==> src/rtl/pftq_ram.sv <==
module pftq_ram #(
   parameter int DEPTH = 128,
   parameter int WIDTH = 8
) (
   input  logic                     clock,
   input  logic                     we,
   input  logic [$clog2(DEPTH)-1:0] waddr,
   input  logic [WIDTH-1:0]         wdata,
   input  logic                     re,
   input  logic [$clog2(DEPTH)-1:0] raddr,
   output logic [WIDTH-1:0]         rdata
);
   logic [WIDTH-1:0] mem [DEPTH];
   logic [WIDTH-1:0] rdata_ff;

   always_ff @(posedge clock) begin
      if (we) begin
         mem[waddr] <= wdata;
      end
      if (re) begin
         rdata_ff <= mem[raddr];
      end
   end

   assign rdata = rdata_ff;
endmodule

==> config.mk <==
export PLATFORM = sky130hd
export DESIGN_NAME = pftq_ram
export DESIGN_NICKNAME = d
export VERILOG_FILES = /design/src/rtl/pftq_ram.sv
export SDC_FILE = /design/constraint.sdc
export NUM_CORES = 1
export LEC_CHECK = 0
export ABC_AREA = 1
export BUFFER_PORTS_ARGS = -buffer_cell sky130_fd_sc_hd__buf_2
export CORE_ASPECT_RATIO = 0.9
export CORE_UTILIZATION = 45
export DETAILED_ROUTE_END_ITERATION = 16
export PLACE_DENSITY = 0.68
export SETUP_SLACK_MARGIN = 0.02
export SYNTH_ARGS = -nofsm -noshare
export SYNTH_HDL_FRONTEND = slang
export SYNTH_SLANG_ARGS = --single-unit
==> constraint.sdc <==
create_clock -name clock -period 2.5 [get_ports clock]
set_input_delay 0.5 -clock clock [delete_from_list [all_inputs] [get_ports clock]]
set_output_delay 0.5 -clock clock [all_outputs]
set_load 0.01 [all_outputs]
==> impl_metrics.env <==
export IMPL_outcome="completed"
export IMPL_fp_dieW_um=325
export IMPL_powerDensity_nw_per_um2=763
export IMPL_route_vias_total=28300
export IMPL_power_share_switching_pct=22.4
export IMPL_cts_num_sinks=1032
export IMPL_path_cells="buf_8, buf_12, nand2_1, nand3_1, nand3_1, nand3_1, nand2_1, nand2_1, nand3_1, nand2_1, nand2_1, nand2_1"
export IMPL_drt_iter0_markers=3527
export IMPL_synth_cells=3575
export IMPL_hp_class="in -> reg"
export IMPL_start_util_pct=45.4
export IMPL_wl_per_cell_um=21.7
export IMPL_endpoint_kind="flip-flop"
export IMPL_yosysSeqAreaShare_pct=73.5
export IMPL_dp_slack_ps=-73.0
export IMPL_pin_count=33
export IMPL_ys_top_cells_by_area="edfxtp_1 (73%), nand3_1 (11%), nand2_1 (11%), buf_2 (1.4%), nor2_1 (1.2%)"
export IMPL_pwr_share_comb_pct=6.4
export IMPL_cts_buffer_depth=3
export IMPL_setup_ws_ps=583
export IMPL_cts_buffers=102
export IMPL_seq_area_sq_um=31000
export IMPL_dieArea_sq_um=95000
export IMPL_rows=106
export IMPL_internal_power_w=0.0288
export IMPL_p_sw_w=0.00830
export IMPL_antenna_left=0
export IMPL_worst_path_max_fanout=132
export IMPL_ys_ff_latch=1032
export IMPL_insertion_delay_ps=690
export IMPL_multiInputGateArea_sq_um=9760
export IMPL_clockPowerShare_pct=41.9
export IMPL_grt_pass1_vias=26900
export IMPL_grt_setup_unrepaired="false"
export IMPL_core_area_sq_um=92800
export IMPL_drive_gt1_share_pct=11.3
export IMPL_htreeDepth=3
export IMPL_peakVddDrop_uv=612
export IMPL_cpMaxStageDelayCell="buf_12"
export IMPL_gr_total_overflow=0
export IMPL_cts_setup_buffers=0
export IMPL_slew_headroom_pct=57.1
export IMPL_max_freq_ghz=0.522
export IMPL_finish_utilization_pct=52.3
export IMPL_setup_viol=0
export IMPL_cp_required_ps=3060
export IMPL_track_usage_pct=23.0
export IMPL_post_route_min_period_ps=1920
export IMPL_syn_area_per_cell_sq_um=11.8
export IMPL_drc=0
export IMPL_routed_via_density=5.59
export IMPL_path_class="in -> reg"
export IMPL_area_growth_pct=15.2
export IMPL_hpwl_mm=66.6
export IMPL_hold_buffers=0
export IMPL_die_h_um=292
export IMPL_fillers=7725
export IMPL_ys_warn_count=0
export IMPL_maxSlewViolCount=0
export IMPL_critPathMaxStageDelay_ps=490
export IMPL_path_buf_inv=2
export IMPL_dr_pass1_iters=7
export IMPL_skew_ps=29.4
export IMPL_routed_wirelength_mm=110
export IMPL_yosys_cell_types_count=13
export IMPL_yosys_area_top_type_share_pct=73.5
export IMPL_finalPower_w=0.0371
export IMPL_leakagePower_nw=17.5
export IMPL_grt_antenna_before_repair=3
export IMPL_cts_resized_gates=0
export IMPL_syn_nets=3600
export IMPL_grt_max_degree=133
export IMPL_yosysTopAreaCell="edfxtp_1"
export IMPL_cts_root_buf="clkbuf_16"
export IMPL_finalHoldViolations=0
export IMPL_maxCapViolCount=0
export IMPL_tightest_slew_ps=643
export IMPL_seq_power_share_pct=51.6
export IMPL_fin_crit_sh_pct=76.7
export IMPL_clk_pin_slew_ps=60
export IMPL_syn_cell_area_sq_um=42200
export IMPL_path_delay_family="simple AND/OR/NAND/NOR gates"
export IMPL_grt_pass1_wl_mm=166
export IMPL_cts_tree="built"
export IMPL_path_common_cell="nand2_1"
export IMPL_worstSetupStartpointType="input port"
export IMPL_crit_arrival_ps=2480
export IMPL_io_buffer_count=32
export IMPL_place_congestion=0.882
export IMPL_fin_nets=3754
==> routing by layer <==
layer  share of wire [%]  vias to the layer above  global-route usage (%)
li1                    -                    12900                       -
met1                  42                    13700                    33.0
met2                  46                     1457                    35.5
met3                 9.9                      188                    4.45
met4                 2.6                        2                    6.65
met5               0.012                        -                       0
==> cells by family after synthesis <==
group / count (synthesis) / synth area share [%]
AND/OR/NAND/NOR: 2288 / 23.1
flip-flops: 1032 / 73.5
buffers and inverters: 255 / 3.39
==> registers in the layout, summed over array words and instances (netlist names) <==
signal	count
mem	1024
rdata	8
==> worst reg2reg max path, delay by kind of cell, from the launching register on <==
| kind | cells | cell delay (ps) |
|---|---|---|
| DFF | 1 | 360 |
| and+or+nand+nor | 10 | 1130 |
==> power groups by stage <==
| stage | Combinational [W] | Clock (W) | Sequential [W] |
|---|---|---|---|
| floorplan | 0.00126 | 0 | 0.0195 |
| global placement | 0.00233 | 0 | 0.0195 |
| detailed placement | 0.00235 | 0 | 0.0195 |
| CTS | 0.00236 | 0.0157 | 0.0191 |
| global route | 0.00258 | 0.0164 | 0.0191 |
| finish | 0.00239 | 0.0155 | 0.0191 |
==> layout make-up <==
| type | count | area share (%) |
|---|---|---|
| multi-input combinational | 2288 | 20.1 |
| sequential | 1032 | 63.8 |
| inverter | 24 | 0.239 |
| clock inverter | 64 | 1.56 |
| antenna | 2 | 0.0103 |
| tap | 1242 | 3.20 |
| timing repair buffer | 281 | 5.65 |
| clock buffer | 126 | 5.48 |
==> worst paths after layout <==
check / startpoint / to / slack, ps / cells past startpoint
worst max register to register: mem[73][7]$_DFFE_PP_ / rdata[7]$_DFFE_PP_ / 770 / 10
worst min register to register: mem[118][1]$_DFFE_PP_ / rdata[1]$_DFFE_PP_ / 1020 / 10
worst max-delay path: raddr[0] / rdata[3]$_DFFE_PP_ / 580 / 12
worst min-delay path: re / rdata[3]$_DFFE_PP_ / 200 / 1
==> per-stage QoR <==
| stage | cell area (sq um) | TNS, ps | hold WS [ps] | instances |
|---|---|---|---|---|
| detailed placement | 45200 | -77.4 | 900 | 4867 |
| global route | 48600 | 0 | 178 | 5057 |
| CTS | 48600 | 0 | 170 | 5057 |
| floorplan | 42200 | 0 | 599 | 3575 |
| finish | 48600 | 0 | 202 | 5059 |
| global placement | 45200 | -118 | 906 | 4867 |
==> synth_stat cells, drive strengths merged <==
cell type and n:
nand2 1215, nand3 931, nor2 134, nor3 8, buf 197, clkbuf 34, inv 24, edfxtp 1032
==> cell usage in the layout, fill, tap and decap left out <==
cell / n
nand2_1: 1215
edfxtp_1: 1032
nand3_1: 931
buf_4: 204
nor2_1: 134
clkbuf_16: 103
buf_12: 54
clkbuf_1: 23
clkinv_1: 21
buf_2: 21
inv_1: 20
clkinv_2: 16
bufinv_16: 13
nor3_1: 8
clkinvlp_4: 5
clkinv_16: 3
clkinv_4: 3
diode_2: 2
inv_16: 2
clkinv_8: 2
inv_8: 1
inv_4: 1
inv_2: 1
buf_8: 1
clkbuf_8: 1
(Power assumes the default switching activity.)
