==> src/rtl/pftq_slot_pick.sv <==
module pftq_slot_pick #(
   parameter int TX_SLOTS = 128
) (
   input  logic [TX_SLOTS-1:0]         free_map,
   output logic                        found,
   output logic [$clog2(TX_SLOTS)-1:0] index
);
   // lowest free slot wins
   always_comb begin
      found = 1'b0;
      index = '0;
      for (int i = TX_SLOTS - 1; i >= 0; i--) begin
         if (free_map[i]) begin
            found = 1'b1;
            index = ($clog2(TX_SLOTS))'(i);
         end
      end
   end
endmodule
==> config.mk <==
export PLATFORM = sky130hd
export DESIGN_NAME = pftq_slot_pick
export DESIGN_NICKNAME = d
export VERILOG_FILES = /design/src/rtl/pftq_slot_pick.sv
export SDC_FILE = /design/constraint.sdc
export NUM_CORES = 1
export LEC_CHECK = 0
export BUFFER_PORTS_ARGS = -buffer_cell sky130_fd_sc_hd__buf_2
export CORE_ASPECT_RATIO = 1.25
export CORE_UTILIZATION = 44
export DETAILED_ROUTE_END_ITERATION = 10
export PLACE_DENSITY = 0.95
export SYNTH_ARGS = -nofsm -noshare
export SYNTH_HDL_FRONTEND = slang
export SYNTH_SLANG_ARGS = --single-unit
==> constraint.sdc <==
create_clock -name vclk -period 5.7
set_clock_uncertainty 0.1 [all_clocks]
set_input_delay 0.57 -clock vclk [all_inputs]
set_output_delay 0.57 -clock vclk [all_outputs]
set_load 0.05 [all_outputs]
==> reports/metrics.yaml, run 1 <==
critical_path:
  critical_path_required_ns: 5.03
  cp-startpoint: "free_map[62]"
  worstSetupEndpointType: "primary output"
  cp-start-kind: "input port"
  crit_cells: 9
  crit_buf_inv: 2
  crit_path_top_delay_cell: "or4_1"
  slowest_delay_ns: 0.44
  critPathMaxFanout: 4
  path_cells: "buf_2 > or3_1 > or4_1 > nor3_2 > nand3_1 > a31oi_1 > o211ai_1 > a31oi_1 > buf_2"
  cp.arrival_ns: 2.69
  critPathKind: "input port to primary output"
  critical-path-top-delay-family: "simple AND/OR/NAND/NOR gates"
route:
  avgViaCountPerCell: 6.35
  drc: 0
  via_count: 3022
  ant_nets: 0
  wl_per_cell_um: 14.1
  first_iter_violations: 290
  wirelength_um: 6720
  drt_pre_antenna_iters: 5
timing:
  fin_crit_sh_pct: 58.9
  setup_viol: 0
  slew_headroom_pct: 59.7
  worst_pin_slew_ns: 0.589
  fin_crit_ns: 3.36
  max_freq_mhz: 298
  report.final.slew_viol_count: 0
  rsz0062_at_grt: "false"
  finalHoldViolCount: 0
  hold_ws_ns: 1.51
  finalSetupTns_ns: 0
layout:
  fillers: 344
  design.seq.count: 0
  seq_area_um2: 0
  diodes: 0
  multi_input_area_um2: 1520
  finalCoreUtilization_pct: 66.9
  drive_above_1_share_pct: 31.8
  fin_nets: 567
  fin_area_um2: 2350
  layout-area-overhead-vs-synth_pct: 45.0
  nClkBuffers: 0
floorplanning:
  fp.dieH_um: 69.9
  dieWidth_um: 56.3
  rows: 24
  coreArea_um2: 3510
  dieArea_um2: 3930
  ios: 136
  start_util_pct: 46.2
yosys:
  synth_area_um2: 1620
  avgSynthCellArea_um2: 5.39
  yosys_warnings: 0
  synth_nets: 429
  yosysSeqAreaShare_pct: 0
  synth_cell_types: 44
  synth_cells: 301
hold_path:
  hold_start: "free_map[0]"
  hp-class: "input port to primary output"
  whs_path_depth: 5
global_route:
  grt.overflow.total: 0
  grt_max_degree: 6
  antenna_found_initial: 0
  grt_pass1_vias: 2797
  grtUsageTotal_pct: 32.7
  grt_pass1_wl_um: 11000
power:
  cellPowerDensity_nw_per_um2: 55.0
  design_power_total_mw: 0.129
  p_seq_share_pct: 0
  p_sw_share_pct: 57.6
  p_comb_share_pct: 100.0
  internal_power_mw: 0.0548
  p_sw_mw: 0.0746
  clkPwrFrac_pct: 0
  cellLeakagePower_nw: 1.05
  irDropWorstVdd_mv: 0.0449
place:
  gp_congestion: 0.980
  dp_hpwl_um: 5820
  place_area_um2: 2350
  io_buffer_count: 136
clock_network:
  cts_hold_buffers: 0
  post_cts_buffers: 0
  cts_resized: 0
status:
  outcome: "completed"
flow_run:
  drv_cap: 0
## kinds of logic after synthesis
family,share of synthesized area (%)
buffers and inverters,6.02
AOI/OAI and AO/OA,39.4
and+or+nand+nor,54.6
## power by group through the flow
| stage | sequential, mW | combinational [mW] | clock (mW) |
|---|---|---|---|
| 6_report | 0 | 0.129 | 0 |
| 5_1_grt | 0 | 0.143 | 0 |
| 4_1_cts | 0 | 0.127 | 0 |
| 3_5_place_dp | 0 | 0.126 | 0 |
| 3_3_place_gp | 0 | 0.122 | 0 |
| 2_1_floorplan | 0 | 0.0470 | 0 |
## cell type report
type	instances	area share, %
repair buffers	136	29.0
multi-input cells	275	64.8
well taps	39	2.08
inverters	26	4.15
## worst paths after layout
| check | slack [ns] | endpoint |
|---|---|---|
| setup / recovery | 2.34 | index[0] |
| hold / removal | 1.51 | index[0] |
## worst min-delay path, cell delays in order
cell and delay [ns]:
buf_2 0.11, inv_1 0.05, o221ai_1 0.06, a31oi_1 0.05, buf_2 0.20
## synth_stat cells
cell | instances | area share [%]
nor3_2 | 1 | 0.62
nand2b_1 | 2 | 0.77
a21o_1 | 1 | 0.46
o311ai_0 | 1 | 0.54
o221ai_1 | 3 | 1.6
nand3_1 | 13 | 4.0
o21a_1 | 3 | 1.4
nor2_1 | 65 | 15
a41oi_1 | 1 | 0.54
or4_4 | 1 | 0.69
nor3b_1 | 4 | 1.9
a211oi_1 | 2 | 0.93
o2111ai_1 | 2 | 1.1
o211ai_1 | 6 | 2.8
or2_2 | 1 | 0.39
a21boi_1 | 1 | 0.46
or2b_1 | 2 | 0.93
and3_1 | 1 | 0.39
nor4b_1 | 1 | 0.54
a31oi_1 | 6 | 2.3
o211a_1 | 1 | 0.62
or4_1 | 2 | 0.93
o22ai_1 | 1 | 0.39
nor4_1 | 32 | 12
o31a_1 | 1 | 0.54
or3_1 | 3 | 1.2
o21ai_1 | 1 | 0.31
inv_1 | 26 | 6.0
o21bai_1 | 2 | 0.93
a2111o_1 | 1 | 0.69
nor3_1 | 21 | 6.5
o21ai_0 | 10 | 3.1
a2111oi_0 | 5 | 2.7
a21oi_1 | 27 | 8.3
a2bb2oi_1 | 1 | 0.54
o311a_1 | 1 | 0.62
o31ai_1 | 10 | 4.6
o311ai_1 | 1 | 0.54
nand4_1 | 4 | 1.5
nand2_1 | 25 | 5.8
nor2b_1 | 3 | 1.2
a21bo_1 | 1 | 0.62
a221oi_1 | 1 | 0.54
o41ai_1 | 4 | 2.2
## stage by stage
step | setup WS [ns] | std cells
after CTS | 2.39 | 476
final | 2.34 | 476
after detailed placement | 2.40 | 476
after global routing | 2.15 | 476
after global placement | 2.56 | 476
after floorplan | 2.36 | 301
## cells in the final DEF, fill, tap and decap left out, drive strengths merged, types with 2 or more instances in the layout
cell type / instances
nand3: 13
o31ai: 10
nand2: 25
nand4: 4
o21a: 3
nor3: 22
a31oi: 6
o41ai: 4
inv: 26
or4: 3
or3: 3
nor2: 65
nor3b: 4
buf: 136
nor2b: 3
o221ai: 3
nand2b: 2
a2111oi: 5
nor4: 32
or2b: 2
a21oi: 27
o21bai: 2
o2111ai: 2
o211ai: 6
a211oi: 2
o21ai: 11
o311ai: 2
## layer usage
metal / global-route usage [%] / up-vias / share of wire [%]
li1: - / 1457 / -
met2: 64.6 / 177 / 53
met3: 3.15 / 26 / 8.0
met5: 0 / - / 0
met4: 12.5 / 0 / 2.6
met1: 34.4 / 1362 / 36
Power figures use the tool's default switching activity.
==> run 2: changes to the inputs <==
Settings changed: ABC_AREA from default to 1, CORE_UTILIZATION 44 to 42, PLACE_DENSITY 0.95 to 0.85.
Clock period 5.7 ns to 2.77 ns, I/O delays scaled along.
==> reports/metrics.yaml, run 2 <==
status:
  outcome: "complete, but fails checks"
  violations: "negative setup slack"
floorplanning:
  rows: 30  # +25%
  dieWidth_um: 68.8  # +22%
  dieArea_um2: 5880  # +50%
  coreArea_um2: 5410  # +54%
  fp.dieH_um: 85.5  # +22%
  start_util_pct: 43.4  # -2.8 points
  ios: 136  # unchanged
route:
  via_count: 3297  # +9.1%
  wl_per_cell_um: 9.08  # -36%
  wirelength_um: 6770  # +0.70%
  avgViaCountPerCell: 4.43  # -30%
  first_iter_violations: 59  # -80%
  drc: 0  # unchanged
  ant_nets: 0  # unchanged
  drt_pre_antenna_iters: 5  # unchanged
place:
  dpl.cell_count: 739  # +55%
  gp_congestion: 0.827  # -16%
  post-place-ws_ns: -4.29  # -6.69 ns
  io_buffer_count: 136  # unchanged
  dp_hpwl_um: 5760  # -1.1%
layout:
  drive_above_1_share_pct: 41.0  # +9.2 points
  diodes: 0  # unchanged
  most-common-layout-cells: "196 x nand2_1, 124 x buf_2, 99 x inv_1"
  nClkBuffers: 0  # unchanged
  seq_area_um2: 0  # unchanged
  design.seq.count: 0  # unchanged
  layout-area-overhead-vs-synth_pct: 68.7
  fin_nets: 811  # +43%
  stdcell_count: 745  # +57%
  layout_commonest_cell: "nand2_1"
yosys:
  yosys.area.top_type: "nand2_1"
  synth_cell_types: 20  # -55%
  synth.most_common_cell: "nand2_1"
  avgSynthCellArea_um2: 4.98  # -7.6%
  yosys_warnings: 0  # unchanged
  yosysSeqAreaShare_pct: 0  # unchanged
  synth_nets: 599  # +40%
  synth_area_um2: 2340  # +45%
  synthTopCellsByArea: "nand2_1 32%, bufinv_8 25%, inv_1 16%"
  yosys-top-cells-count: "201 x nand2_1, 102 x inv_1, 80 x nor2_1"
  synth_cells: 471  # +56%
  synth_top_area_share_pct: 32.2  # +17 points
timing:
  setup_ws_ns: -4.08  # -6.43 ns
  finalHoldViolCount: 0  # unchanged
  finalSetupTns_ns: -6.52  # -6.52 ns
  rsz0062_at_grt: "true"
  fin_crit_ns: 6.85
  worst_pin_slew_ns: 0.465  # -0.124 ns
  fin_crit_sh_pct: 247
  max_freq_mhz: 146
  setup_viol: 3  # +3
  report.final.slew_viol_count: 0  # unchanged
  slew_headroom_pct: 68.7  # +9.0 points
flow_run:
  drv_cap: 0  # unchanged
critical_path:
  cp.arrival_ns: 6.47  # +3.78 ns
  critPathMaxFanout: 2  # -2
  worstSetupEndpointType: "primary output"
  cp-start-kind: "input port"
  critPathMostFrequentCell: "nand2_1"
  slowest_delay_ns: 0.17  # -0.27 ns
  crit_buf_inv: 3  # +1
  critical-path-top-delay-family: "simple AND/OR/NAND/NOR gates"
  critical_path_required_ns: 2.39  # -2.64 ns
  crit_path_top_delay_cell: "buf_6"
  critPathKind: "input port to primary output"
power:
  irDropWorstVdd_mv: 0.0579  # +29%
  cellPowerDensity_nw_per_um2: 122  # +120%
  cellLeakagePower_nw: 2.58  # +150%
  design_power_total_mw: 0.483  # +270%
global_route:
  antenna_found_initial: 0  # unchanged
  grt_max_degree: 5  # -1
  grtUsageTotal_pct: 22.6  # -10 points
  grt_pass1_wl_um: 10900  # -0.87%
  grt.overflow.total: 0  # unchanged
  grt_pass1_vias: 3072  # +9.8%
hold_path:
  hp-class: "input port to primary output"
clock_network:
  cts_hold_buffers: 0  # unchanged
run 2: repair_timing:
action / in CTS / in global routing
endpoints found under the setup margin: 4 / 5
gates resized for setup: 34 / 35
buffers inserted: 1 / 6
pin swaps: 35 / 44
run 2: kinds of logic after synthesis:
group / synth area share (%)
simple gates: 50.3
buf+inv: 41.5
compound gates: 8.22
run 2: power breakdown:
| part | switching (mW) | total [mW] | internal, mW | leakage (nW) |
|---|---|---|---|---|
| Combinational | 0.195 | 0.483 | 0.288 | 2.58 |
| Sequential | 0 | 0 | 0 | 0 |
| Clock | 0 | 0 | 0 | 0 |
| Total | 0.195 | 0.483 | 0.288 | 2.58 |
run 2: final timing paths:
path | start | endpoint | slack (ns) | depth (start not counted)
hold / removal | free_map[1] | index[1] | 0.77 | 3
setup / recovery | free_map[126] | index[0] | -4.08 | 127
run 2: cell type report:
type                       instances  area [µm²]
multi-input combinational        333        1540
fill                             438        1450
timing repair buffer             210        1360
inverter                         138         972
tap                               64        80.1
run 2: stage by stage:
| step | util [%] | hold WS [ns] | instance area (µm²) |
|---|---|---|---|
| floorplan | - | 0.506 | 2380 |
| global placement | 67.6 | 0.801 | 3660 |
| detailed placement | 67.6 | 0.816 | 3660 |
| CTS | 70.0 | 0.766 | 3780 |
| global route | 73.1 | 0.787 | 3950 |
| finish | 73.1 | 0.768 | 3950 |
run 2: metal layers:
metal	wire length [µm]	GRT usage, %	up-vias
li1	-	-	1784
met3	461	4.65	19
met4	173	7.42	0
met5	0	0	-
met2	3760	46.5	101
met1	2370	20.4	1393
run 2: tightest hold or removal path: cells and delay by family:
kind / cells / cell delay (ns)
buffers and inverters: 2 / 0.26
AOI/OAI and AO/OA: 1 / 0.05
